===== src/design/nslf_pkg.sv =====
// Shared constants and types for the NMEA sentence line filter.
// No dependencies; imported by the filter, the checker and the testbench.
package nslf_pkg;

   localparam int LINE_DEPTH = 64;
   localparam int ADDR_W     = $clog2(LINE_DEPTH);
   localparam int CNT_W      = $clog2(LINE_DEPTH + 1);
   localparam int HEADER_LEN = 6;

   localparam logic [7:0]  CH_DOLLAR  = 8'h24;
   localparam logic [7:0]  CH_NEWLINE = 8'h0A;
   localparam logic [23:0] TYPE_RESET = 24'h474741;

   localparam logic KIND_LINE     = 1'b0;
   localparam logic KIND_OVERFLOW = 1'b1;

   typedef enum logic [2:0] {
      ST_IDLE = 3'b001,
      ST_EMIT = 3'b010,
      ST_NL   = 3'b100
   } state_type;

endpackage


===== src/design/nslf_ram.sv =====
// Generic single-write, single-read synchronous RAM with registered read data.
// Standalone; no package dependency.
module nslf_ram #(
   parameter int DATA_W = 8,
   parameter int DEPTH  = 64
) (
   input  logic                     clock,
   input  logic                     wr_en,
   input  logic [$clog2(DEPTH)-1:0] wr_addr,
   input  logic [DATA_W-1:0]        wr_data,
   input  logic                     rd_en,
   input  logic [$clog2(DEPTH)-1:0] rd_addr,
   output logic [DATA_W-1:0]        rd_data
);

   logic [DATA_W-1:0] mem [DEPTH];
   logic [DATA_W-1:0] rd_data_ff;

   always_ff @(posedge clock) begin
      if (wr_en) begin
         mem[wr_addr] <= wr_data;
      end
      if (rd_en) begin
         rd_data_ff <= mem[rd_addr];
      end
   end

   assign rd_data = rd_data_ff;

endmodule


===== src/design/nmea_sentence_line_filter.sv =====
// NMEA sentence line filter top level: header check, line buffer control, output register.
// Depends on nslf_pkg and nslf_ram.
//
// Usage:
//   req_* carries received serial bytes, one per transaction. Bytes are stored in a
//   LINE_DEPTH-entry line RAM until a newline arrives. csr_* writes the expected
//   sentence type (three ASCII characters, first in the top byte); csr_ready is
//   always high, and writes are meant for times when the filter is idle.
//   rsp_* returns results: the bytes of an accepted line followed by the newline
//   (kind 0), or an overflow notice (kind 1, byte 0). rsp_last marks the final
//   result caused by one input byte.
// Result flow:
//   Data bytes are taken one per cycle while req_ready is high; an overflow notice shows
//   on rsp_* the cycle after the transaction. A newline that accepts a line of N bytes
//   (at most LINE_DEPTH - 2) streams them out of the line RAM through its read register
//   and the output register, one per cycle while rsp_ready is high, the newline last:
//   N + 1 results; the input is held off meanwhile. The single read port sets that rate.
// Reset: synchronous; clears the count, header flag, overflow flag, state and
//   output valid, and loads the sentence type "GGA". Line RAM contents stay as
//   they are: only positions written in the current line are read.
// Stall: results wait in the output register while rsp_ready is low; the drain
//   pauses and req_ready stays low until a pending result can be replaced.
module nmea_sentence_line_filter
   import nslf_pkg::*;
(
   input  logic        clock,
   input  logic        reset,
   input  logic        req_valid,
   output logic        req_ready,
   input  logic [7:0]  req_rx_byte,
   output logic        rsp_valid,
   input  logic        rsp_ready,
   output logic [7:0]  rsp_out_byte,
   output logic        rsp_kind,
   output logic        rsp_last,
   input  logic        csr_valid,
   output logic        csr_ready,
   input  logic [23:0] csr_sentence_type
);

   state_type         state_ff, state_in;
   logic [CNT_W-1:0]  count_ff, count_in;
   logic              header_good_ff, header_good_in;
   logic              ovf_rep_ff, ovf_rep_in;
   logic [23:0]       type_ff;
   logic [ADDR_W-1:0] rd_idx_ff, rd_idx_in;
   logic [ADDR_W-1:0] last_idx_ff, last_idx_in;

   logic              rsp_valid_ff, rsp_valid_in;
   logic [7:0]        rsp_byte_ff, rsp_byte_in;
   logic              rsp_kind_ff, rsp_kind_in;
   logic              rsp_last_ff, rsp_last_in;

   logic              slot_free;
   logic              req_fire;
   logic              is_newline;
   logic [CNT_W-1:0]  count_inc;
   logic [7:0]        expected;
   logic              load;

   logic              wr_en;
   logic              rd_en;
   logic [ADDR_W-1:0] rd_addr;
   logic [7:0]        rd_data;

   nslf_ram #(
      .DATA_W (8),
      .DEPTH  (LINE_DEPTH)
   ) u_line_ram (
      .clock   (clock),
      .wr_en   (wr_en),
      .wr_addr (count_ff[ADDR_W-1:0]),
      .wr_data (req_rx_byte),
      .rd_en   (rd_en),
      .rd_addr (rd_addr),
      .rd_data (rd_data)
   );

   assign slot_free  = !rsp_valid_ff || rsp_ready;
   assign req_ready  = (state_ff == ST_IDLE) && slot_free;
   assign req_fire   = req_valid && req_ready;
   assign is_newline = (req_rx_byte == CH_NEWLINE);
   assign count_inc  = count_ff + CNT_W'(1);
   assign csr_ready  = 1'b1;

   // header character expected at positions 3..5
   always_comb begin
      unique case (count_ff[1:0])
         2'd3:    expected = type_ff[23:16];
         2'd0:    expected = type_ff[15:8];
         2'd1:    expected = type_ff[7:0];
         default: expected = 8'h00;
      endcase
   end

   always_comb begin
      state_in       = state_ff;
      count_in       = count_ff;
      header_good_in = header_good_ff;
      ovf_rep_in     = ovf_rep_ff;
      rd_idx_in      = rd_idx_ff;
      last_idx_in    = last_idx_ff;
      load           = 1'b0;
      rsp_byte_in    = rsp_byte_ff;
      rsp_kind_in    = rsp_kind_ff;
      rsp_last_in    = rsp_last_ff;
      wr_en          = 1'b0;
      rd_en          = 1'b0;
      rd_addr        = rd_idx_ff;

      unique case (state_ff)
         ST_IDLE: begin
            if (req_fire && !is_newline) begin
               if (count_ff == '0) begin
                  header_good_in = (req_rx_byte == CH_DOLLAR);
               end else if (count_ff >= CNT_W'(3) && count_ff <= CNT_W'(5)) begin
                  header_good_in = header_good_ff && (req_rx_byte == expected);
               end
               if (count_ff < CNT_W'(LINE_DEPTH)) begin
                  wr_en    = 1'b1;
                  count_in = count_inc;
               end
               if (count_in >= CNT_W'(LINE_DEPTH) && !ovf_rep_ff) begin
                  load        = 1'b1;
                  rsp_byte_in = 8'h00;
                  rsp_kind_in = KIND_OVERFLOW;
                  rsp_last_in = 1'b1;
                  ovf_rep_in  = 1'b1;
               end
            end else if (req_fire) begin
               count_in       = '0;
               header_good_in = 1'b0;
               if (count_ff >= CNT_W'(LINE_DEPTH - 1)) begin
                  load        = 1'b1;
                  rsp_byte_in = 8'h00;
                  rsp_kind_in = KIND_OVERFLOW;
                  rsp_last_in = 1'b1;
               end else if (header_good_ff && count_ff >= CNT_W'(HEADER_LEN)) begin
                  // fetch position 0 now, drain one byte per cycle after while the output slot is free
                  ovf_rep_in  = 1'b0;
                  rd_en       = 1'b1;
                  rd_addr     = '0;
                  rd_idx_in   = '0;
                  last_idx_in = ADDR_W'(count_ff - CNT_W'(1));
                  state_in    = ST_EMIT;
               end
            end
         end
         ST_EMIT: begin
            if (slot_free) begin
               load        = 1'b1;
               rsp_byte_in = rd_data;
               rsp_kind_in = KIND_LINE;
               rsp_last_in = 1'b0;
               if (rd_idx_ff == last_idx_ff) begin
                  state_in = ST_NL;
               end else begin
                  rd_en     = 1'b1;
                  rd_addr   = rd_idx_ff + ADDR_W'(1);
                  rd_idx_in = rd_idx_ff + ADDR_W'(1);
               end
            end
         end
         ST_NL: begin
            if (slot_free) begin
               load        = 1'b1;
               rsp_byte_in = CH_NEWLINE;
               rsp_kind_in = KIND_LINE;
               rsp_last_in = 1'b1;
               state_in    = ST_IDLE;
            end
         end
         default: begin
            state_in = ST_IDLE;
         end
      endcase

      if (load) begin
         rsp_valid_in = 1'b1;
      end else if (rsp_ready) begin
         rsp_valid_in = 1'b0;
      end else begin
         rsp_valid_in = rsp_valid_ff;
      end
   end

   always_ff @(posedge clock) begin
      if (reset) begin
         state_ff       <= ST_IDLE;
         count_ff       <= '0;
         header_good_ff <= 1'b0;
         ovf_rep_ff     <= 1'b0;
         rsp_valid_ff   <= 1'b0;
         type_ff        <= TYPE_RESET;
      end else begin
         state_ff       <= state_in;
         count_ff       <= count_in;
         header_good_ff <= header_good_in;
         ovf_rep_ff     <= ovf_rep_in;
         rsp_valid_ff   <= rsp_valid_in;
         if (csr_valid && csr_ready) begin
            type_ff <= csr_sentence_type;
         end
      end
   end

   always_ff @(posedge clock) begin
      rd_idx_ff   <= rd_idx_in;
      last_idx_ff <= last_idx_in;
      rsp_byte_ff <= rsp_byte_in;
      rsp_kind_ff <= rsp_kind_in;
      rsp_last_ff <= rsp_last_in;
   end

   assign rsp_valid    = rsp_valid_ff;
   assign rsp_out_byte = rsp_byte_ff;
   assign rsp_kind     = rsp_kind_ff;
   assign rsp_last     = rsp_last_ff;

endmodule


===== config.mk =====
export PLATFORM = sky130hd
export DESIGN_NAME = nmea_sentence_line_filter
export DESIGN_NICKNAME = d
export VERILOG_FILES = /design/src/design/nslf_pkg.sv /design/src/design/nslf_ram.sv /design/src/design/nmea_sentence_line_filter.sv
export SDC_FILE = /design/constraint.sdc
export NUM_CORES = 1
export LEC_CHECK = 0
export BUFFER_PORTS_ARGS = -buffer_cell sky130_fd_sc_hd__buf_4
export CORE_UTILIZATION = 60
export DETAILED_ROUTE_END_ITERATION = 8
export GPL_ROUTABILITY_DRIVEN = 0
export PLACE_DENSITY = 0.85
export SYNTH_ARGS = -nofsm -noshare
export SYNTH_HDL_FRONTEND = slang
export SYNTH_SLANG_ARGS = --single-unit

===== constraint.sdc =====
create_clock -name clock -period 10.1 [get_ports clock]
set_input_delay 2.525 -clock clock [delete_from_list [all_inputs] [get_ports clock]]
set_output_delay 2.525 -clock clock [all_outputs]
set_load 0.1 [all_outputs]

==> metrics.md <==
| Metric | Value |
|---|---|
| Worst setup SP type | input pin |
| Via count | 15,400 |
| First-pass DRT Iterations | 8 |
| Status | complete, no violations |
| Leading area contributor after synthesis | edfxtp_1 |
| Max-slew violations | 0 |
| RSZ-0062 raised after global routing | no |
| Hold Crit Class | reg -> reg |
| Site Rows | 73 |
| CTS Root Cell | clkbuf_16 |
| Fin Hold WS | 505 ps |
| CTS Hold Bufs | 0 |
| Net Sw Frac | 0.204 |
| Clock Sinks | 579 |
| Vias in the first global route | 15,100 |
| Nets | 1,773 |
| Main area contributors after synthesis | edfxtp_1 (67%), mux2i_1 (5.0%), nand2_1 (3.8%), dfxtp_1 (3.6%), nand3_1 (3.0%) |
| First-pass GRT wire length | 90,200 um |
| Fin. Hold Viols | 0 |
| Post-route setup slack | 2950 ps |
| Vias/cell | 6.70 |
| Sequential group share of total power | 0.551 |
| Post-DP HPWL | 36,000 um |
| Clock share of power | 0.423 |
| CTS resizes | 0 |
| Synthesized area per cell | 14.0 um^2 |
| Kind of critical path | in -> reg |
| Peak Freq | 140 MHz |
| WL/cell | 26.1 um |
| DRT Wirelength | 60,100 um |
| Area Overhead vs Synth | 10.3% |
| Most used cell, CP | buf_4 |
| Pint | 3.81 mW |
| Initial antenna violation count | 0 |
| Port Buf Inserts | 48 |
| Fin crit share | 0.708 |
| Post-route DRC | 0 |
| Die Wd | 202 um |
| Synth warn | 0 |
| IR drop worst, VDD | 0.143 mV |
| Top_reg_cell synth | edfxtp_1 |
| Critical path's slowest cell | or4_4 |
| Num ports | 50 |
| CP Capture Type | flip-flop |
| Count leader, synth | edfxtp_1 |
| Static Leak | 8.85 nW |
| CP Max Fanout | 65 |
| Number of synthesized flops with an enable pin | 536 |
| Diode count | 0 |
| Largest net degree at the start of global routing | 89 |
| Synth Register Bits | 579 |
| Worst-Margin Slew | 1200 ps |
| Reg clk slew, reported paths | 60 ps |
| Setup tns final | 0 ps |
| Die Footprint | 40,900 um^2 |
| Synth async-reset ratio | 0 |
| Antenna Nets Post-Route | 0 |
| Core ar. | 39,600 um^2 |
| Die height | 202 um |
| Sw power | 977 uW |
| Syn Inst Count | 1,715 |
| Required time worst endpoint | 10,470 ps |
| CTS buffer count | 55 |
| Post-synthesis sequential area ratio | 0.704 |
| Yosys top cell area share | 0.669 |
| Deepest clock path buffer count | 3 |
| Pre-CTS setup slack | 2510 ps |
| Distinct cells, synth | 73 |
| Max-cap viol count | 0 |
| Max Clock Skew | 21.6 ps |
| Arrival time worst endpoint | 7520 ps |
| Critical-path cell list | buf_4 > nor4_1 > nand2_1 > or4_4 > clkinv_2 > o21a_1 > buf_4 > or2_4 > buf_12 > mux4_2 > a22oi_1 > nand4_1 > a32o_1 |
| Number of post-CTS setup repair buffers | 0 |
| Synth Net Count | 1,757 |
| Initial Util | 0.607 |
| Pwr dens | 180 nW/um^2 |
| Comb power frac | 0.026 |
| Setup violators final | 0 |
| Gr ovfl total | 0 |
| Clock Latency Late Sink | 620 ps |
| Layout cells sized above 1 | 0.105 |
| Critical path's largest stage delay | 600 ps |
| Post-synth top cells | edfxtp_1 (536), nand2_1 (244), nand3_1 (142) |
| Headroom to the max-slew limit | 0.199 |
| CTS tree | yes |
| H-tree Lvls | 2 |
| Min cycle time layout | 7150 ps |
| Tot GR Track Use | 0.296 |
| Synth Cell Area | 24,100 um^2 |
| Initial DRC count | 2,208 |
## flip-flops by register name, indices dropped and copies added (netlist names), 3 cells and up
name                cells
count_ff                7
last_idx_ff             6
rd_idx_ff               6
rsp_out_byte            8
state_ff                3
type_ff                24
u_line_ram.mem        512
u_line_ram.rd_data      8
## cell type report
type                            count  area, um^2
Clock buffer                       68        1490
Clock inverter                     35         265
Fill cell                        2616       13100
Inverter                           18        76.3
Multi-Input combinational cell   1010        6600
Sequential cell                   579       17000
Tap cell                          525         657
Timing Repair Buffer               67         515
## cells by family (layout without fill, tap and decap cells)
group	Yosys count	count (layout)	share of synthesized area
xor gates and xnor gates	18	18	0.00655
adders and majority gates	5	5	0.00260
muxes	152	152	0.0789
DFF	579	579	0.704
buffers and inverters	126	188	0.0223
and+or+nand+nor	596	596	0.113
AOI/OAI and AO/OA	238	238	0.0719
other	1	1	0.000156
## cell usage in the layout, fill, tap and decap left out, drive strengths merged, types with 8 or more instances in the layout
cell,count
a222oi,8
nand2,244
a32oi,8
inv,15
nor2b,13
o22a,8
o22ai,15
clkbuf,68
a22oi,11
dfxtp,43
nand3,142
mux2i,121
nor3,9
a211o,12
buf,67
a31oi,12
clkinv,32
a211oi,17
o2bb2ai,15
o21ai,26
nor2,110
nand4,28
o211ai,12
xor2,12
a21oi,44
edfxtp,536
mux4,30
a21boi,8
## power groups by stage
stage	combinational [mW]	sequential [mW]	clock, mW
5_1_grt	0.130	2.64	2.11
2_1_floorplan	0.0513	2.68	0
6_report	0.122	2.64	2.02
3_5_place_dp	0.120	2.69	0
4_1_cts	0.120	2.64	2.03
3_3_place_gp	0.115	2.69	0
## per-layer routing
layer | GRT usage | routed length (um) | vias to the layer above
li1 | - | - | 6598
met2 | 0.466 | 28400 | 1110
met4 | 0.134 | 2780 | 0
met3 | 0.0697 | 6920 | 195
met5 | 0 | 0 | -
met1 | 0.394 | 22000 | 7525
## worst paths after layout
kind                                startpoint               endpoint  slack, ps  cells past startpoint
worst min-delay path                type_ff[5]             type_ff[5]        500                      2
worst max-delay path            req_rx_byte[7]  u_line_ram.rd_data[2]       2950                     13
worst min register to register      type_ff[5]             type_ff[5]        500                      2
worst max register to register     state_ff[0]  u_line_ram.rd_data[2]       4500                     12
## per-stage QoR
stage	std cells	cell area [um^2]	total power, mW	util
4_1_cts	2302	26600	4.78	0.670
2_1_floorplan	1715	24100	2.74	-
5_1_grt	2302	26600	4.88	0.670
3_3_place_gp	2199	24800	2.80	0.626
3_5_place_dp	2199	24800	2.81	0.626
6_report	2302	26600	4.78	0.670
## worst max-delay path: cells and delay by family
| kind | cells | cell delay, ps |
|---|---|---|
| multiplexers | 1 | 590 |
| buffers and inverters | 4 | 1260 |
| AO/OA/AOI/OAI | 3 | 760 |
| AND/OR/NAND/NOR | 5 | 2250 |
Power figures use the tool's default switching activity.
